$ cat config.mk
export PLATFORM = sky130hd
export DESIGN_NAME = sahtdr_ram
export DESIGN_NICKNAME = d
export VERILOG_FILES = /design/src/hdl/sahtdr_ram.sv
export SDC_FILE = /design/constraint.sdc
export NUM_CORES = 1
export LEC_CHECK = 0
export BUFFER_PORTS_ARGS = -buffer_cell sky130_fd_sc_hd__clkbuf_2
export CAP_MARGIN = 20
export CORE_ASPECT_RATIO = 1.25
export CORE_MARGIN = 2
export CORE_UTILIZATION = 49
export CTS_BUF_LIST = sky130_fd_sc_hd__clkbuf_4 sky130_fd_sc_hd__clkbuf_8 sky130_fd_sc_hd__clkbuf_16
export CTS_CLUSTER_SIZE = 24
export DETAILED_ROUTE_END_ITERATION = 12
export PLACE_DENSITY = 0.75
export SETUP_SLACK_MARGIN = 0.15
export SLEW_MARGIN = 0
export SYNTH_ARGS = -nofsm -noshare
export SYNTH_HDL_FRONTEND = slang
export SYNTH_SLANG_ARGS = --single-unit
$ cat constraint.sdc
create_clock -name clk -period 3.2 [get_ports clk]
set_clock_uncertainty 0.1 [all_clocks]
set_input_delay 0 -clock clk [delete_from_list [all_inputs] [get_ports clk]]
set_output_delay 0 -clock clk [all_outputs]
set_load 0.01 [all_outputs]
$ cat src/hdl/sahtdr_ram.sv
// ----------------------------------------------------------------------------
// sahtdr_ram
// Generic simple dual-port RAM: one write port, one read port with
// registered read data that holds while no read is issued.
// ----------------------------------------------------------------------------
module sahtdr_ram #(
  parameter int WIDTH = 64,
  parameter int DEPTH = 2
) (
  input  logic                     clk,
  input  logic                     we,
  input  logic [$clog2(DEPTH)-1:0] waddr,
  input  logic [WIDTH-1:0]         wdata,
  input  logic                     re,
  input  logic [$clog2(DEPTH)-1:0] raddr,
  output logic [WIDTH-1:0]         rdata
);

  logic [WIDTH-1:0] mem [DEPTH];
  logic [WIDTH-1:0] rdata_r;

  always_ff @(posedge clk) begin
    if (we) begin
      mem[waddr] <= wdata;
    end
    if (re) begin
      rdata_r <= mem[raddr];
    end
  end

  assign rdata = rdata_r;

endmodule

==> results.toml <==
[critical_path]
r2r_setup_slack_ns = 2.16
startpoint = "raddr"
worstSetupPathType = "input pin to register"
end_kind = "register"
reg2reg_depth = 1
critPathLaunchType = "input pin"
arrival_ns = 1.31
required_ns = 3.27
worstSetupEndpoint = "rdata[53]"
r2r-end = "rdata[13]"
r2r_start = "mem[0][13]"
critPathMaxFanout = 40

[pwr]
max-vdd-ir-drop_v = 0.000331
powerDensity_nw_per_um2 = 613
total_power_mw = 5.42
power.leakage_nw = 3.45

[sta]
finalHoldViolCount = 0
fin_setup_tns_ns = 0
grt_setup_unrepaired = "false"
setup_viol = 0
drv_slew = 0
worst-slew-pin-transition_ns = 0.880
max_slew_margin = 0.413
period_minus_slack_ns = 1.24
fmax_ghz = 0.807
min_period_over_period = 0.387

[global_routing]
gr-total-overflow = 0
grt_max_degree = 65
antenna_found_initial = 0
grt_pass1_vias = 3384
track_usage = 0.155
grt_pass1_wl_um = 16700

[yosys]
synth_ff_type = "edfxtp_1"
yosysMostFrequentCell = "edfxtp_1"
ys_async_sr_fraction = 0
synth_largest_area_cell = "edfxtp_1"
yosys.area.top_type_share = 0.841
ys_seq_area_frac = 0.841
syn_avg_cell_area_um2 = 25.9
synth_edf_count = 192
yosysUniqueCellTypes = 7
syn_area_um2 = 6860
synth_common_cells = "192 x edfxtp_1, 60 x mux2_4, 6 x buf_12, 4 x mux2_2"
synth_area_leaders = "edfxtp_1 84%, mux2_4 13%, buf_12 1.8%"
syn_nets = 334
yosys_warnings = 0
syn_inst = 265
ys_seq_elements = 192

[run]
maxCapViolCount = 0

[die]
dieHeight_um = 136
coreArea_um2 = 13800
start_util = 0.498
ios = 133
die_w_um = 110
die_area_um2 = 15000
rows = 48

[cells_and_area]
fin_nets = 546
drive_above_1_share = 0.473
n_antenna_cell = 0
area_growth_syn_to_layout_pct = 29.1

[routing]
via_per_inst = 4.82
wl_um = 11100
vias = 3203
routedWlPerCell_um = 16.7
ant_nets = 0
drc = 0
firstDrtPassIters = 5
drt_iter0_markers = 121

[clock_tree]
clkLatencyLatePin_ns = 0.43
postCtsHoldBufs = 64
cts.clk_slew.worst_paths_ns = 0.07
htreeDepth = 4
cts_buffer_depth = 2
post_cts_buffers = 0
cts_sinks = 192
cts_resized = 0
cts-buffers-inserted = 17
cts-root-buf = "clkbuf_16"
cts_tree = "yes"

[worst_hold_path]
hp-class = "input pin to register"

[place]
place_congestion = 0.729
io_buffer_count = 132

[status]
status = "finished clean"
[power breakdown]
part / total (mW) / internal (mW) / switching (mW) / leakage [nW]
Combinational: 0.405 / 0.227 / 0.179 / 1.36
Sequential: 3.02 / 2.97 / 0.0470 / 1.83
Clock: 2.00 / 1.08 / 0.917 / 0.265
[worst min path at each step]
stage	cells after the start	start	to	slack [ns]
after floorplan	0	wdata[0]	mem[0][0]	-0.001
after global placement	1	wdata[55]	mem[0][55]	0.09
after detailed placement	1	wdata[56]	mem[0][56]	0.09
after CTS	1	re	rdata[49]	0.08
after global routing	1	re	rdata[49]	0.09
final	1	re	rdata[49]	0.06
[registers in the layout, indices dropped and copies added, names as in the netlist]
signal	flops
mem	128
rdata	64
[stage by stage]
stage          instance area [um2]  worst slack (ns)  hold WS, ns  instances   util
6_report                      8850              1.96       0.0641        665  0.643
5_1_grt                       8850              1.91       0.0917        665  0.643
4_1_cts                       8850              1.95       0.0768        665  0.643
3_5_place_dp                  7650              1.50       0.0926        569  0.556
3_3_place_gp                  7650              1.53       0.0897        569  0.556
2_1_floorplan                 6860             0.989     -0.00113        265      -
[cell families after synthesis]
kind of cell / synth area share
buffers and inverters: 0.0192
flip-flops: 0.841
multiplexers: 0.138
AND/OR/NAND/NOR: 0.00183
[layout make-up]
| class | count | area (um2) |
|---|---|---|
| Clock buffer | 17 | 425 |
| Clock inverter | 15 | 135 |
| Fill cell | 931 | 4910 |
| Multi-Input combinational cell | 66 | 968 |
| Sequential cell | 192 | 5770 |
| Tap cell | 175 | 219 |
| Timing Repair Buffer | 200 | 1330 |
[layout by cell type (no fill, tap or decap), drive strengths merged]
cell	count
clkinvlp	4
edfxtp	192
nor2b	1
clkbuf	147
and2	1
buf	6
bufinv	1
inv	5
clkinv	5
dlygate4sd3	64
mux2	64
[per-layer routing]
layer	part of all wire	up-vias	GRT usage
met3	0.033	25	0.0340
li1	-	1497	-
met2	0.55	87	0.271
met1	0.38	1594	0.166
met5	0	-	0
met4	0.030	0	0.0970
[worst max-delay path, cell delays in order]
cell and delay, ns:
buf_4 0.56, buf_4 0.39, mux2_4 0.33
Power figures use the tool's default switching activity.
