==> src/hdl/sahtdr_pkg.sv <==
// ----------------------------------------------------------------------------
// sahtdr_pkg
// Entry layout, request and lookup result types and fixed constants of the
// set-associative hash table with depth-preferred replacement.
// ----------------------------------------------------------------------------
package sahtdr_pkg;

  localparam int ENTRY_W  = 64;
  localparam int TAG_W    = 22;
  localparam int TAG_LSB  = 42;
  localparam int DEPTH_W  = 8;
  localparam int GEN_W    = 2;
  localparam int SQ_W     = 6;
  localparam int PAY_W    = 20;
  localparam int PLY_W    = 7;
  localparam int HASH_W   = 64;
  localparam int SCORE_W  = 12;
  localparam int PEN_W    = 9;

  localparam logic [GEN_W-1:0]   NEW_GEN     = 2'd3;
  localparam logic [SCORE_W-1:0] START_SCORE = 12'sd1000;

  localparam logic OP_LOOKUP = 1'b0;
  localparam logic OP_UPDATE = 1'b1;

  // high field first: tag sits in [63:42], payload in [19:0]
  typedef struct packed {
    logic [TAG_W-1:0]   tag;
    logic [DEPTH_W-1:0] depth;
    logic [GEN_W-1:0]   gen;
    logic [SQ_W-1:0]    move_from;
    logic [SQ_W-1:0]    move_to;
    logic [PAY_W-1:0]   payload;
  } entry_t;

  typedef struct packed {
    logic               op;
    logic [TAG_W-1:0]   tag;
    logic [DEPTH_W-1:0] depth;
    logic [SQ_W-1:0]    move_from;
    logic [SQ_W-1:0]    move_to;
    logic [PAY_W-1:0]   payload;
  } req_t;

  typedef struct packed {
    logic               hit;
    logic [DEPTH_W-1:0] depth;
    logic [GEN_W-1:0]   gen;
    logic [SQ_W-1:0]    move_from;
    logic [SQ_W-1:0]    move_to;
    logic [PAY_W-1:0]   payload;
  } find_t;

endpackage

==> src/hdl/sahtdr_bucket.sv <==
// ----------------------------------------------------------------------------
// sahtdr_bucket
// Bucket logic: parallel tag compare over all ways, first-match lookup
// result, move keeping on a match, lowest-score victim choice otherwise,
// and the modified bucket row for write-back.
// ----------------------------------------------------------------------------
module sahtdr_bucket #(
  parameter int WAYS = 4
) (
  input  logic [WAYS*sahtdr_pkg::ENTRY_W-1:0] row,
  input  sahtdr_pkg::req_t                    req,
  input  logic [sahtdr_pkg::PLY_W-1:0]        ply_weight,
  output sahtdr_pkg::find_t                   find,
  output logic [WAYS*sahtdr_pkg::ENTRY_W-1:0] wr_row
);
  import sahtdr_pkg::*;

  localparam int WAY_W = (WAYS > 1) ? $clog2(WAYS) : 1;

  entry_t             ways [WAYS];
  logic               hit;
  logic [WAY_W-1:0]   hit_way;
  entry_t             hit_e;
  logic [WAY_W-1:0]   cand;
  logic [SCORE_W-1:0] cand_score;
  logic [SCORE_W-1:0] score [WAYS];
  logic [GEN_W-1:0]   age [WAYS];
  logic [PEN_W-1:0]   pen [WAYS];
  logic [WAY_W-1:0]   sel;
  entry_t             new_e;

  always_comb begin
    for (int w = 0; w < WAYS; w++) begin
      ways[w]  = row[w*ENTRY_W +: ENTRY_W];
      age[w]   = NEW_GEN - ways[w].gen;
      pen[w]   = PEN_W'(ply_weight) * PEN_W'(age[w]);
      score[w] = SCORE_W'(ways[w].depth) - SCORE_W'({pen[w], 1'b0});
    end
  end

  always_comb begin
    hit     = 1'b0;
    hit_way = '0;
    hit_e   = '0;
    for (int w = WAYS - 1; w >= 0; w--) begin
      if (ways[w].tag == req.tag) begin
        hit     = 1'b1;
        hit_way = WAY_W'(w);
        hit_e   = ways[w];
      end
    end
  end

  always_comb begin
    cand       = '0;
    cand_score = START_SCORE;
    for (int w = 0; w < WAYS; w++) begin
      if ($signed(score[w]) < $signed(cand_score)) begin
        cand       = WAY_W'(w);
        cand_score = score[w];
      end
    end
  end

  always_comb begin
    new_e.tag       = req.tag;
    new_e.depth     = req.depth;
    new_e.gen       = NEW_GEN;
    new_e.move_from = req.move_from;
    new_e.move_to   = req.move_to;
    new_e.payload   = req.payload;
    // keep the old move when the new entry brings none
    if (hit && hit_e.move_from != hit_e.move_to && req.move_from == req.move_to) begin
      new_e.move_from = hit_e.move_from;
      new_e.move_to   = hit_e.move_to;
    end
    sel    = hit ? hit_way : cand;
    wr_row = row;
    for (int w = 0; w < WAYS; w++) begin
      if (sel == WAY_W'(w)) begin
        wr_row[w*ENTRY_W +: ENTRY_W] = new_e;
      end
    end
  end

  always_comb begin
    find.hit       = hit;
    find.depth     = hit_e.depth;
    find.gen       = hit_e.gen;
    find.move_from = hit_e.move_from;
    find.move_to   = hit_e.move_to;
    find.payload   = hit_e.payload;
  end

endmodule

==> config.mk <==
export PLATFORM = sky130hd
export DESIGN_NAME = sahtdr_bucket
export DESIGN_NICKNAME = d
export VERILOG_FILES = /design/src/hdl/sahtdr_pkg.sv /design/src/hdl/sahtdr_bucket.sv
export SDC_FILE = /design/constraint.sdc
export NUM_CORES = 1
export LEC_CHECK = 0
export BUFFER_PORTS_ARGS = -buffer_cell sky130_fd_sc_hd__buf_2
export CORE_AREA = 5 5 242 244
export DETAILED_ROUTE_END_ITERATION = 8
export DIE_AREA = 0 0 247 249
export GPL_ROUTABILITY_DRIVEN = 0
export PLACE_DENSITY = 0.42
export SYNTH_ARGS = -nofsm -noshare
export SYNTH_HDL_FRONTEND = slang
export SYNTH_SLANG_ARGS = --single-unit
export TNS_END_PERCENT = 20
==> constraint.sdc <==
create_clock -name vclk -period 15.3
set_input_delay 2.295 -clock vclk [all_inputs]
set_output_delay 2.295 -clock vclk [all_outputs]
set_load 0.005 [all_outputs]
==> results of run 1 <==
tightest hold or removal path, delay by kind of cell:
kind	cells	cell delay (ps)
AOI/OAI and AO/OA	1	50
buffers and inverters	2	190
and+or+nand+nor	1	40
per-layer routing:
metal | GRT usage [%] | up-vias | part of all wire (%)
met1 | 24.56 | 6176 | 40
met5 | 0 | - | 0.070
met3 | 4.313 | 80 | 7.7
met4 | 4.623 | 8 | 3.2
met2 | 37.22 | 595 | 49
li1 | - | 5952 | -
per-stage QoR:
stage          cells  instance area, um^2  worst slack (ps)  power, W
6_report        2640                13690             713.8  0.004586
4_1_cts         2634                13650             465.5  0.004603
3_3_place_gp    2634                13650             558.8  0.004564
2_1_floorplan   1315                 9678              1568  0.002417
3_5_place_dp    2634                13650             494.9  0.004578
5_1_grt         2638                13690             8.212  0.004868
cell usage in the layout, fill, tap and decap left out, types with 14 or more instances in the layout:
cell type    n
ha_1        82
xnor2_1     74
nand2b_1    16
o31ai_1     26
mux2_2     157
nor2b_1     73
nand2_1     84
nand3_1     56
mux2i_1     17
buf_2      624
buf_4       29
a21o_1      26
a21oi_1    107
nand4_1     16
xor2_1      73
o21ai_0     80
inv_1       56
mux2_1      40
nor3_1      14
a31oi_1     35
nor2_1      40
how the worst max path moves through the flow:
stage / slack [ps] / cells past startpoint / to / startpoint
finish: 710 / 44 / wr_row[67] / ply_weight[1]
global route: 8 / 43 / wr_row[64] / ply_weight[1]
CTS: 470 / 45 / wr_row[76] / ply_weight[1]
detailed placement: 490 / 45 / wr_row[76] / ply_weight[1]
global placement: 560 / 45 / wr_row[76] / ply_weight[1]
floorplan: 1570 / 44 / wr_row[189] / ply_weight[1]
logic make-up (layout without fill, tap and decap cells):
group	after synthesis	count (layout)	share of synthesized area (%)
buf+inv	150	714	6.671
mux	216	216	24.99
xor+xnor	147	147	13.30
other cells	0	4	0
compound gates	363	363	23.96
simple gates	349	350	18.82
fa+ha+maj	90	90	12.26
repair_timing:
item                                   in CTS  in global routing
setup endpoints to repair                   0                166
buffers inserted                            0                  1
resized for setup                           0                  4
hold buffers                                0                  0
endpoints found under the hold margin       0                  0
area by class of cell:
class / count / area, um^2 / area share, %
inverters: 57 / 214.0 / 1.563
diodes: 4 / 10.01 / 0.07310
multi-input cells: 1166 / 9102 / 66.47
well taps: 756 / 945.9 / 6.908
repair buffers: 657 / 3421 / 24.98
power breakdown:
part | switching, W | internal, W
Sequential | 0 | 0
Clock | 0 | 0.0000000000305
Combinational | 0.00260 | 0.00199
==> metrics.yaml, run 1 <==
finish:
  regArea_um2: 0
  area_delta_synth_final_pct: 41.49
  drive_gt1_share_pct: 45.00
  utilization_pct: 24.43
  numSequentialCells: 0
  fillers: 6324
  clkbuf_count: 0
  layout.nets: 2298
status:
  outcome: "completed"
placement:
  hpwl_mm: 58.26
  port-buffer-count: 624
synth:
  synth_area_leaders: "mux2_2 (18%), ha_1 (11%), xnor2_1 (6.7%)"
  avgSynthCellArea_um2: 7.360
  seq_area_frac_synth_pct: 0
  synth.most_common_cell: "mux2_2"
  syn_inst: 1315
  synthTopCellsByCount: "mux2_2 (157), a21oi_1 (107), nand2_1 (86)"
  syn-num-nets: 1731
  synth_cell_type_count: 66
  post-synth-top-area-cell: "mux2_2"
  synth_warnings: 0
  synth_top_area_share_pct: 18.27
  syn-cell-area_mm2: 0.009678
timing:
  slew_violations: 0
  fin_crit_sh_pct: 95.33
  tns_ps: 0
  rsz0062_at_grt: "false"
  fin_crit_ps: 14590
  tightestPinTransition_ps: 1020
  finalHoldViolCount: 0
  setup_viol: 0
  max_slew_margin_pct: 31.12
  fmax_mhz: 68.56
  worst_hold_slack_ps: 4877
route:
  drc_errors: 0
  firstDrtPassIters: 5
  vias_per_cell: 4.853
  wl_per_cell_um: 25.79
  vias: 12810
  wirelength_mm: 68.10
  dr.first_iter.drc_count: 683
  antenna_left: 0
setup_path:
  start_kind: "primary input"
  cp.required_ps: 13010
  cp.arrival_ps: 12290
  path_delay_family: "compound AO/OA/AOI/OAI gates"
  cp_max_fo: 26
  cp_slowest_cell: "nor2_2"
  cp-end-kind: "primary output"
  worst_path_largest_cell_delay_ps: 600
  path_common_cell: "ha_1"
  worst-setup-path-type: "primary input to primary output"
  cp_num_buf_inv: 8
grt:
  grt_antenna_before_repair: 8
  grt_pass1_wl_mm: 94.46
  first_global_vias: 13090
  track_usage_pct: 20.48
  grt_overflow: 0
  grt_max_degree: 72
hold_path:
  whs_endpoint: "find[10]"
  min_path_type: "primary input to primary output"
  min_from: "row[10]"
  hold-path-cell-count: 4
power:
  leakagePower_nw: 6.578
  power_density_mw_per_mm2: 334.9
  vdd_ir_drop_max_mv: 0.3011
floorplan:
  die_x_um: 247
  fp.dieH_um: 249
  start_util_pct: 17.26
  rows: 87
  pin_count: 625
  core_mm2: 0.05606
  dieArea_mm2: 0.06150
job:
  drv_cap: 0
Power figures use the tool's default switching activity.
==> inputs of run 2 (changes only) <==
CORE_AREA = 3 3 240 242   (was 5 5 242 244)
DIE_AREA = 0 0 243 245   (was 0 0 247 249)
TNS_END_PERCENT = 1   (was 20)
==> run 2 against run 1 <==
Against the previous run: sequential cell count is the same; worst setup slack gained 31 ps; critical path depth is the same; critical path type unchanged; highest routed layer unchanged.
==> metrics.yaml, run 2 (same netlist as run 1, synthesis figures left out) <==
setup_path:
  cp.required_ps: 13010  # about the same
  cp-end-kind: "primary output"
  cp_max_fo: 55  # +110%
  start_kind: "primary input"
  worst_path_largest_cell_delay_ps: 560  # -40 ps
  worst-setup-path-type: "primary input to primary output"
  cp.arrival_ps: 12260  # -30 ps
  cp_slowest_cell: "fa_1"
  worstSetupStartpoint: "ply_weight[0]"
  cp_num_buf_inv: 8  # unchanged
  path_delay_family: "compound AO/OA/AOI/OAI gates"
  path_common_cell: "ha_1"
timing:
  max_slew_margin_pct: 30.48  # -0.64 points
  rsz0062_at_grt: "false"
  worst_hold_slack_ps: 4886  # +9.490 ps
  setup_ws_ps: 745.1  # +31.33 ps
  fmax_mhz: 68.71  # +0.22%
  finalHoldViolCount: 0  # unchanged
  tns_ps: 0  # unchanged
  fin_crit_sh_pct: 95.13  # -0.20 points
  fin_crit_ps: 14550  # -31.33 ps
  setup_viol: 0  # unchanged
  slew_violations: 0  # unchanged
  tightestPinTransition_ps: 1039  # +19.23 ps
grt:
  grt_pass1_wl_mm: 92.02  # -2.6%
  grt_overflow: 0  # unchanged
  grt_antenna_before_repair: 13  # +5
  grt_max_degree: 73  # +1.4%
  track_usage_pct: 20.51  # +0.036 points
  first_global_vias: 13110  # +0.14%
placement:
  hpwl_mm: 54.74  # -6.0%
  place_ws_ps: 599.3  # +104.4 ps
  placed_area_mm2: 0.01361  # -0.26%
  port-buffer-count: 624  # unchanged
floorplan:
  fp.dieH_um: 245  # -1.6%
  core_mm2: 0.05531  # -1.3%
  dieArea_mm2: 0.05954  # -3.2%
  die_x_um: 243  # -1.6%
  start_util_pct: 17.50  # +0.23 points
  pin_count: 625  # unchanged
  rows: 86  # -1.1%
power:
  power_density_mw_per_mm2: 327.1  # -2.3%
  leakagePower_nw: 6.552  # -0.40%
  vdd_ir_drop_max_mv: 0.2746  # -8.8%
finish:
  fillers: 6300  # -0.38%
  numSequentialCells: 0  # unchanged
  final_common_cell: "buf_2"
  utilization_pct: 24.65  # +0.22 points
  drive_gt1_share_pct: 44.74  # -0.26 points
  design_area_mm2: 0.01363  # -0.44%
  mostFrequentLayoutCells: "buf_2 (624), mux2_2 (157), a21oi_1 (107)"
  regArea_um2: 0  # unchanged
  area_delta_synth_final_pct: 40.87
  clkbuf_count: 0  # unchanged
  layout.nets: 2291  # -0.30%
route:
  antenna_left: 0  # unchanged
  dr.first_iter.drc_count: 665  # -2.6%
  drc_errors: 0  # unchanged
  wl_per_cell_um: 24.58  # -4.7%
  vias: 12760  # -0.40%
  firstDrtPassIters: 5  # unchanged
  wirelength_mm: 64.54  # -5.2%
  vias_per_cell: 4.859  # +0.13%
hold_path:
  min_path_type: "primary input to primary output"
  min_from: "row[1]"
job:
  drv_cap: 0  # unchanged
status:
  outcome: "completed"
clocking:
  post-cts-setup-buffers: 0  # unchanged
  holdBufCountCts: 0  # unchanged
[run 2: changes by cell type in the layout (fill, tap and decap cells not counted), sizes merged]
cell and delta:
buf -6, diode +1, nand2 -1
[run 2: worst paths after layout]
check                     end  slack (ps)  depth (start not counted)
hold / removal        find[1]        4890                          4
setup / recovery  wr_row[210]         750                         44
[run 2: metrics by stage]
step,power [W],std cells
2_1_floorplan,0.002417,1315
3_3_place_gp,0.004485,2621
3_5_place_dp,0.004489,2621
4_1_cts,0.004512,2621
5_1_grt,0.004760,2625
6_report,0.004459,2626
[run 2: routing by layer]
layer	vias up	part of all wire [%]	track usage [%]	routed length, um
met1	6196	42	25.47	26910
met3	61	6.5	3.681	4219
met4	8	3.1	5.378	2011
met5	-	0.074	0	48
met2	552	49	36.44	31350
li1	5943	-	-	-
[run 2: repair_timing]
item | in CTS | in global routing
gates resized for setup | 0 | 2
endpoints found under the hold margin | 0 | 0
setup endpoints to repair | 0 | 85
[run 2: layout make-up]
| cell class | instances | area (um^2) | area share (%) |
|---|---|---|---|
| Multi-Input combinational cell | 1165 | 9082 | 66.62 |
| Inverter | 57 | 214.0 | 1.569 |
| Timing Repair Buffer | 651 | 3388 | 24.85 |
| Tap cell | 748 | 935.9 | 6.865 |
| Antenna cell | 5 | 12.51 | 0.09178 |
[run 2: worst min-delay path: cells and delay by family]
kind,cells,cell delay (ps)
AOI/OAI and AO/OA,1,60
buffers and inverters,2,200
and+or+nand+nor,1,40
[run 2: power breakdown]
part	switching, W	leakage (nW)	internal (W)	total, W
logic	0.00250	6.55	0.00196	0.00446
registers	0	0	0	0
clock network	0	0.0000317	0.0000000000437	0.0000000000438
total	0.00250	6.55	0.00196	0.00446
